File: src/hw/rtl/spgr_pkg.sv
// shared constants for the step pulse generator with ramp
package spgr_pkg;

    localparam int unsigned CFG_W     = 16;
    localparam int unsigned CFG_IDX_W = 4;
    localparam int unsigned OUT_SPD_W = 16;

    localparam logic [CFG_IDX_W-1:0] REG_ACCEL_STEP = 4'd0;
    localparam logic [CFG_IDX_W-1:0] REG_DECEL_STEP = 4'd1;

    localparam logic ACT_PULSE = 1'b0;
    localparam logic ACT_RAMP  = 1'b1;

    localparam logic [CFG_W-1:0] ACCEL_RESET = 16'd1;
    localparam logic [CFG_W-1:0] DECEL_RESET = 16'd1;

endpackage

File: src/hw/rtl/spgr_ramp.sv
// one ramp step: move the speed toward the target, limited by accel and decel
module spgr_ramp
    import spgr_pkg::*;
#(
    parameter int unsigned SPEED_WIDTH = 16
) (
    input  logic [SPEED_WIDTH-1:0] i_speed,
    input  logic [SPEED_WIDTH-1:0] i_target,
    input  logic [CFG_W-1:0]       i_accel_step,
    input  logic [CFG_W-1:0]       i_decel_step,
    output logic [SPEED_WIDTH-1:0] o_speed
);

    localparam int unsigned CW = (SPEED_WIDTH > CFG_W) ? SPEED_WIDTH : CFG_W;

    logic            rising;
    logic [CW-1:0]   gap;
    logic [CW-1:0]   accel_ext;
    logic [CW-1:0]   decel_ext;
    logic [CW-1:0]   speed_ext;
    logic [CW-1:0]   stepped;

    always_comb begin
        rising    = (i_speed <= i_target);
        accel_ext = CW'(i_accel_step);
        decel_ext = CW'(i_decel_step);
        speed_ext = CW'(i_speed);
        gap       = rising ? CW'(i_target - i_speed) : CW'(i_speed - i_target);
        // step only while the target is out of reach, so the sum never wraps
        stepped   = rising ? (speed_ext + accel_ext) : (speed_ext - decel_ext);
        if (rising ? (gap > accel_ext) : (gap > decel_ext)) begin
            o_speed = stepped[SPEED_WIDTH-1:0];
        end else begin
            o_speed = i_target;
        end
    end

endmodule

File: src/hw/rtl/step_pulse_generator_with_ramp.sv
// step pulse generator: phase accumulator with a linear speed ramp
// throughput: one word per cycle while the output is not stalled; one input register, one result register
// the result register stalls the input register only when both are full
// synchronous active-low reset clears accumulator and speed, accel/decel to 1
module step_pulse_generator_with_ramp
    import spgr_pkg::*;
#(
    parameter int unsigned SPEED_WIDTH = 16
) (
    input  logic                   i_clk,
    input  logic                   i_rst_n,
    input  logic                   i_in_valid,
    output logic                   o_in_ready,
    input  logic                   i_action,
    input  logic [SPEED_WIDTH-1:0] i_target_speed,
    output logic                   o_out_valid,
    input  logic                   i_out_ready,
    output logic                   o_step_pulse,
    output logic [OUT_SPD_W-1:0]   o_speed_now,
    input  logic                   i_cfg_valid,
    output logic                   o_cfg_ready,
    input  logic [CFG_IDX_W-1:0]   i_cfg_index,
    input  logic [CFG_W-1:0]       i_cfg_data
);

    localparam int unsigned CW = (SPEED_WIDTH > OUT_SPD_W) ? SPEED_WIDTH : OUT_SPD_W;

    logic [CFG_W-1:0]       r_accel_step;
    logic [CFG_W-1:0]       r_decel_step;
    logic [SPEED_WIDTH-1:0] r_phase_acc;
    logic [SPEED_WIDTH-1:0] r_speed;

    logic                   r_s1_valid;
    logic                   r_s1_action;
    logic [SPEED_WIDTH-1:0] r_s1_target;

    logic                   r_out_valid;
    logic                   r_out_pulse;
    logic [OUT_SPD_W-1:0]   r_out_speed;

    logic                   advance;
    logic [SPEED_WIDTH:0]   acc_sum;
    logic [SPEED_WIDTH-1:0] ramp_speed;
    logic [SPEED_WIDTH-1:0] n_speed;
    logic [SPEED_WIDTH-1:0] n_phase_acc;
    logic                   n_pulse;
    logic [CW-1:0]          speed_ext;

    assign o_cfg_ready = 1'b1;
    assign advance     = !r_out_valid || i_out_ready;
    assign o_in_ready  = advance || !r_s1_valid;
    assign o_out_valid = r_out_valid;
    assign o_step_pulse = r_out_pulse;
    assign o_speed_now  = r_out_speed;

    spgr_ramp #(
        .SPEED_WIDTH (SPEED_WIDTH)
    ) u_ramp (
        .i_speed      (r_speed),
        .i_target     (r_s1_target),
        .i_accel_step (r_accel_step),
        .i_decel_step (r_decel_step),
        .o_speed      (ramp_speed)
    );

    always_comb begin
        acc_sum     = {1'b0, r_phase_acc} + {1'b0, r_speed};
        n_speed     = r_speed;
        n_phase_acc = r_phase_acc;
        n_pulse     = 1'b0;
        case (r_s1_action)
            ACT_PULSE: begin
                n_phase_acc = acc_sum[SPEED_WIDTH-1:0];
                n_pulse     = acc_sum[SPEED_WIDTH];
            end
            ACT_RAMP: begin
                n_speed = ramp_speed;
            end
            default: begin
                n_speed = r_speed;
            end
        endcase
        speed_ext = CW'(n_speed);
    end

    always_ff @(posedge i_clk) begin
        if (!i_rst_n) begin
            r_accel_step <= ACCEL_RESET;
            r_decel_step <= DECEL_RESET;
        end else if (i_cfg_valid) begin
            case (i_cfg_index)
                REG_ACCEL_STEP: r_accel_step <= i_cfg_data;
                REG_DECEL_STEP: r_decel_step <= i_cfg_data;
                default: begin
                end
            endcase
        end
    end

    // input register
    always_ff @(posedge i_clk) begin
        if (!i_rst_n) begin
            r_s1_valid <= 1'b0;
        end else if (o_in_ready) begin
            r_s1_valid <= i_in_valid;
        end
    end

    always_ff @(posedge i_clk) begin
        if (o_in_ready && i_in_valid) begin
            r_s1_action <= i_action;
            r_s1_target <= i_target_speed;
        end
    end

    // state update and result register
    always_ff @(posedge i_clk) begin
        if (!i_rst_n) begin
            r_out_valid <= 1'b0;
            r_phase_acc <= '0;
            r_speed     <= '0;
        end else if (advance) begin
            r_out_valid <= r_s1_valid;
            if (r_s1_valid) begin
                r_phase_acc <= n_phase_acc;
                r_speed     <= n_speed;
            end
        end
    end

    always_ff @(posedge i_clk) begin
        if (advance && r_s1_valid) begin
            r_out_pulse <= n_pulse;
            r_out_speed <= speed_ext[OUT_SPD_W-1:0];
        end
    end

endmodule

File: config.mk
export PLATFORM = sky130hd
export DESIGN_NAME = step_pulse_generator_with_ramp
export DESIGN_NICKNAME = d
export VERILOG_FILES = /design/src/hw/rtl/spgr_pkg.sv /design/src/hw/rtl/spgr_ramp.sv /design/src/hw/rtl/step_pulse_generator_with_ramp.sv
export SDC_FILE = /design/constraint.sdc
export NUM_CORES = 1
export LEC_CHECK = 0
export ABC_CLOCK_PERIOD_IN_PS = 14250
export BUFFER_PORTS_ARGS = -buffer_cell sky130_fd_sc_hd__buf_2
export CORE_AREA = 4 4 145 147
export DETAILED_ROUTE_END_ITERATION = 8
export DIE_AREA = 0 0 149 151
export GPL_ROUTABILITY_DRIVEN = 0
export HOLD_SLACK_MARGIN = 0.15
export SETUP_SLACK_MARGIN = 0.1
export SYNTH_ARGS = -nofsm -noshare
export SYNTH_HDL_FRONTEND = slang
export SYNTH_HIERARCHICAL = 1
export SYNTH_SLANG_ARGS = --single-unit
export TNS_END_PERCENT = 50
File: constraint.sdc
create_clock -name i_clk -period 14.25 [get_ports i_clk]
set_clock_uncertainty 0.1 [all_clocks]
set_input_delay 2.1375 -clock i_clk [delete_from_list [all_inputs] [get_ports i_clk]]
set_output_delay 2.1375 -clock i_clk [all_outputs]
set_load 0.1 [all_outputs]
After elaboration in Yosys (flattened, before gate mapping). Cells that the tools add are included.

Magnitude comparators: 3. Muxes and demuxes: 5. Bitwise logic cells: 1. Reductions and logical operators: 11. Add/sub/neg operators: 5. Eq/ne operators: 1.

Operator list (number): 16-bit two-way mux (4); 16-bit subtractor (3); 16-bit greater-than comparator (2); 16-bit by 16-bit adder with 17-bit output (1); 16-bit adder (1); 16-bit <= comparator (1); 2-bit AND reduction (3); 4-bit by 1-bit == test with 1-bit output (second input constant) (1); 4-bit zero test (1); 3-bit AND reduction (1); 1-bit logical AND (2); 1-bit zero test (2); 1-bit logical OR (2); 1-bit two-way mux (1); 1-bit NOT (1).

Bits in registers: 100.

Longest topological paths before layout.
Depth after elaboration: 6. Gate-level depth with buffers: 27. Gate-level depth less buffers: 24.

By module. Netlist, hierarchy kept.

By module, submodules not included: step_pulse_generator_with_ramp (area an instance 4280.4 um^2, times used 1, cells each 403, sequential area each 2342.2 um^2); spgr_ramp (area an instance 3494.6 um^2, times used 1, cells each 490, sequential area each 0.0 um^2).

Worst setup path before layout. OpenSTA, ideal clock, no wires.

Path type: in2out. From: input port i_out_ready. To: output port o_in_ready. Arrival time: 2960 ps. Data required time: 12012 ps. Stages on the path: 2. Path slack: 9053 ps. Path through: nor2b_1 > nand2_1.

Cells in the longest elaborated chain, start to end: 2.

Ends and longest elaborated chain: from (decl) (line step_pulse_generator_with_ramp.sv:17) `input logic i_out_ready,`; 1-bit logical OR (line step_pulse_generator_with_ramp.sv:50) `assign advance = !r_out_valid || i_out_ready;`; 1-bit logical OR (line step_pulse_generator_with_ramp.sv:51) `assign o_in_ready = advance || !r_s1_valid;`; to (decl) (line step_pulse_generator_with_ramp.sv:13) `output logic o_in_ready,`.

Every way passes these cells.

Worst setup path after layout.
From: register r_speed[0]. To: register r_speed[0].

Cells in the longest elaborated chain, start to end: 6. Elaborated cells on any way between the ends: 12. Those cells by class: add/sub (4); order compare (3); mux (5).

Ends and longest elaborated chain: from (decl) (line step_pulse_generator_with_ramp.sv:31) `logic [SPEED_WIDTH-1:0] r_speed;`; from (signal assigned) (line step_pulse_generator_with_ramp.sv:126) `r_speed <= n_speed;`; 16-bit subtractor or 16-bit <= comparator (tied branches) (line spgr_ramp.sv:28, spgr_ramp.sv:24); 16-bit two-way mux (line spgr_ramp.sv:28) `gap = rising ? CW'(i_target - i_speed) : CW'(i_speed - i_target);`; 16-bit greater-than comparator (line spgr_ramp.sv:31) `if (rising ? (gap > accel_ext) : (gap > decel_ext)) begin`; 1-bit two-way mux (line spgr_ramp.sv:31); 16-bit two-way mux (*) (line spgr_ramp.sv:31); via ramp_speed[0] (line step_pulse_generator_with_ramp.sv:43) `logic [SPEED_WIDTH-1:0] ramp_speed;`; 16-bit two-way mux (*) (line step_pulse_generator_with_ramp.sv:71) `case (r_s1_action)`; via n_speed[0] (line step_pulse_generator_with_ramp.sv:44) `logic [SPEED_WIDTH-1:0] n_speed;`.

The timed path passes the listed nets; every way through them passes the cells marked *. A chain may end at the register's enable or synchronous reset.

==> impl_metrics.ini <==
[synthesis]
yosysMostFrequentCell = ha_1
syn_nets = 1034
synthFlopType = dfxtp_1
syn_area_sq_um = 7770
synth_compound_area_share_pct = 17.4
synth_top_area_cell = dfxtp_1
syn-instance-count = 893
synth.avg_cell_area_sq_um = 8.71
yosys.area_share.adder_pct = 16.3
synth_commonest_cells = ha_1 (95), nand2_1 (88), a21oi_1 (76)
synth-seq-cells = 100
ys_warn_count = 6
synth_top_area_share_pct = 17.0
ys_seq_area_share_pct = 30.1
ys_types = 67
muxShareOfSynthArea_pct = 10.5
synth_area_leaders = dfxtp_1 (17%), ha_1 (15%), edfxtp_1 (13%), mux2i_1 (7.5%), a21oi_1 (4.9%)
synthXorXnorAreaFrac_pct = 5.29
synth_top_family_by_area = compound AO/OA/AOI/OAI gates
synth_edf_count = 34
async_reset_ff_share_pct = 0
synthSimpleGateAreaFrac_pct = 14.7

[floorplan]
die_area_sq_um = 22500
die_w_um = 149
die_y_um = 151
num_rows = 52
num_io_pins = 62
start_util_pct = 39.1
core_sq_um = 19900

[timing]
min_period_ns = 6.35
rsz0062_at_grt = false
post-route-period-util_pct = 44.6
setup-violations-final = 0
max_slew_margin_pct = 24.1
slew_violations = 0
finalSetupTns_ns = 0
clock.fmax_mhz = 157
hold_violations = 0
tightest_slew_ns = 1.14

[setup_path]
rr_endpoint = r_speed[0]$_SDFFE_PN0P_
max_stage_delay_ns = 0.72
arrival_ns = 6.48
cp-endpoint = r_speed[0]$_SDFFE_PN0P_
cp_max_fo = 45
crit_path_end_kind = flip-flop
cp.required_ns = 14.38
crit_path_start = r_speed[0]$_SDFFE_PN0P_
worstReg2RegStart = r_speed[0]$_SDFFE_PN0P_
ff2ff_setup_slack_ns = 7.90
critPathKind = flip-flop to flip-flop
worstPathCellList = inv_1 -> ha_1 -> inv_1 -> fa_1 -> a211oi_1 -> o211ai_1 -> and3_1 -> o21ai_4 -> buf_4 -> mux2i_1 -> a31o_1 -> o311ai_1 -> a211oi_1 -> ha_1 -> nand4_1 -> nor4_1 -> a221oi_1 -> a22oi_1 -> a21o_1 -> mux2_2 -> mux2_2 -> mux2i_1 -> nor2_1
cpMaxStageDelayCell = a21o_1
critPathLaunchType = flip-flop
worstRegToRegCells = 23

[clock_tree]
hold_buffers = 0
clock_path_buffers = 2
cts_repair_resize_count = 0
clk_pin_slew_ns = 0.07
cts_buffers = 9
clk_latency_ns = 0.36
clock-sinks = 100
cts-htree-levels = 3
root_buffer = clkbuf_16
cts_setup_buffers = 0
cts_tree = built

[cells_and_area]
nNetsFinal = 1077
layout-drive-gt1-share_pct = 12.0
synthToLayoutAreaGrowth_pct = 10.5
num_antenna_cells = 0

[power]
p_sw_share_pct = 33.6
switchingPower_mw = 0.270
sequentialPowerShare_pct = 39.4
power_mw = 0.804
p_leak_nw = 3.74
power_density_nw_per_um2 = 93.6
pwr-share-comb_pct = 28.6
p_int_mw = 0.534
peakVddDrop_mv = 0.0526
clockPowerShare_pct = 32.0

[global_route]
track_usage_pct = 17.2
grt_pass1_wl_um = 30900
overflow = 0
grt_max_degree = 57
grt_pass1_vias = 5995
antenna_found_initial = 0

[worst_hold_path]
hold_path.class = flip-flop to flip-flop

[outcome]
status = complete, no violations

[routing]
ant_nets = 0
drt_wl_total_um = 19000
vias_per_cell = 5.25
drcViolationCount = 0
drt_pass1_iterations = 5
drt_iter0_drc = 324
vias = 6354
wl_per_cell_um = 15.7

[placement]
io_buffers = 60
dp_hpwl_um = 14400

[job]
cap_violations = 0
## through the flow
| step | utilization [%] | std cells | hold WS, ns | instance area, sq um | worst slack (ns) |
|---|---|---|---|---|---|
| final | 43.2 | 1211 | 0.360 | 8590 | 7.90 |
| after global routing | 43.2 | 1211 | 0.377 | 8590 | 7.29 |
| after CTS | 43.2 | 1211 | 0.364 | 8590 | 7.94 |
| after detailed placement | 41.7 | 1195 | 0.354 | 8300 | 7.97 |
| after global placement | 41.7 | 1195 | 0.348 | 8300 | 8.09 |
| after floorplan | - | 893 | 0.336 | 7770 | 9.05 |
## worst min-delay path by stage
| stage | cells after the start | slack (ns) | end | start |
|---|---|---|---|---|
| after floorplan | 2 | 0.34 | r_phase_acc[3]$_SDFFE_PN0P_ | r_phase_acc[3]$_SDFFE_PN0P_ |
| after global placement | 2 | 0.35 | r_accel_step[1]$_SDFFE_PN0P_ | r_accel_step[1]$_SDFFE_PN0P_ |
| after detailed placement | 2 | 0.35 | r_accel_step[1]$_SDFFE_PN0P_ | r_accel_step[1]$_SDFFE_PN0P_ |
| after CTS | 2 | 0.36 | r_accel_step[1]$_SDFFE_PN0P_ | r_accel_step[1]$_SDFFE_PN0P_ |
| after global routing | 2 | 0.38 | r_accel_step[1]$_SDFFE_PN0P_ | r_accel_step[1]$_SDFFE_PN0P_ |
| final | 2 | 0.36 | r_phase_acc[5]$_SDFFE_PN0P_ | r_phase_acc[5]$_SDFFE_PN0P_ |
## layout by cell type (no fill, tap or decap), types with 3 or more instances in the layout
| master | count |
|---|---|
| xnor2_1 | 27 |
| nor2b_1 | 7 |
| clkbuf_16 | 9 |
| o21bai_1 | 6 |
| a21oi_1 | 76 |
| a21o_1 | 13 |
| a21oi_2 | 3 |
| nor3_1 | 13 |
| nor4_1 | 10 |
| nand2b_1 | 5 |
| a31oi_1 | 7 |
| fa_1 | 4 |
| a221oi_1 | 5 |
| ha_1 | 95 |
| nand3_1 | 20 |
| nand4_1 | 7 |
| o21ai_0 | 51 |
| buf_4 | 4 |
| dfxtp_1 | 66 |
| a211o_1 | 4 |
| nor2_1 | 71 |
| and2_1 | 7 |
| mux2_2 | 20 |
| a211oi_1 | 17 |
| or3_1 | 4 |
| buf_2 | 60 |
| nand2_1 | 88 |
| and3_1 | 5 |
| o211ai_1 | 7 |
| inv_1 | 72 |
| mux2i_1 | 58 |
| edfxtp_1 | 34 |
| xor2_1 | 20 |
## layout make-up
class	instances	area [sq um]
Multi-Input combinational cell	688	5010
Fill cell	2011	11300
Inverter	73	274
Sequential cell	100	2340
Clock inverter	5	62.6
Timing Repair Buffer	64	330
Tap cell	270	338
Clock buffer	11	233
## sequential cells by signal, summed over array words and instances, names as in the netlist, 16 cells and up
register      cells
r_decel_step     16
r_s1_target      16
r_speed          16
r_phase_acc      16
r_accel_step     16
o_speed_now      16
## worst max-delay path: cells and delay by family (launching register included)
kind                     cells  cell delay [ns]
multiplexers                 4             1.32
buffers and inverters        3             0.56
adder cells (fa/ha/maj)      3             0.74
AND/OR/NAND/NOR              4             0.74
flip-flops                   1             0.37
AO/OA/AOI/OAI                9             2.37
## logic make-up (layout without fill, tap and decap cells)
group / Yosys count / in the layout
mux: 79 / 79
other cells: 1 / 1
buf+inv: 105 / 153
simple gates: 248 / 248
fa+ha+maj: 99 / 99
flops: 100 / 100
compound gates: 214 / 214
xor+xnor: 47 / 47
## layer usage
metal  vias up  global-route usage (%)  routed length (um)
li1       3268                       -                   -
met1      2914                    23.7                9190
met2       141                    27.9                8600
met3        31                    2.60                 710
met4         0                    5.35                 466
met5         -                       0                   0
## power groups by stage
| stage | clock network [mW] | logic, mW | registers (mW) |
|---|---|---|---|
| 3_3_place_gp | 0 | 0.227 | 0.324 |
| 4_1_cts | 0.265 | 0.230 | 0.317 |
| 2_1_floorplan | 0 | 0.153 | 0.347 |
| 3_5_place_dp | 0 | 0.227 | 0.324 |
| 5_1_grt | 0.274 | 0.255 | 0.319 |
| 6_report | 0.258 | 0.230 | 0.317 |
(Power assumes the default switching activity.)
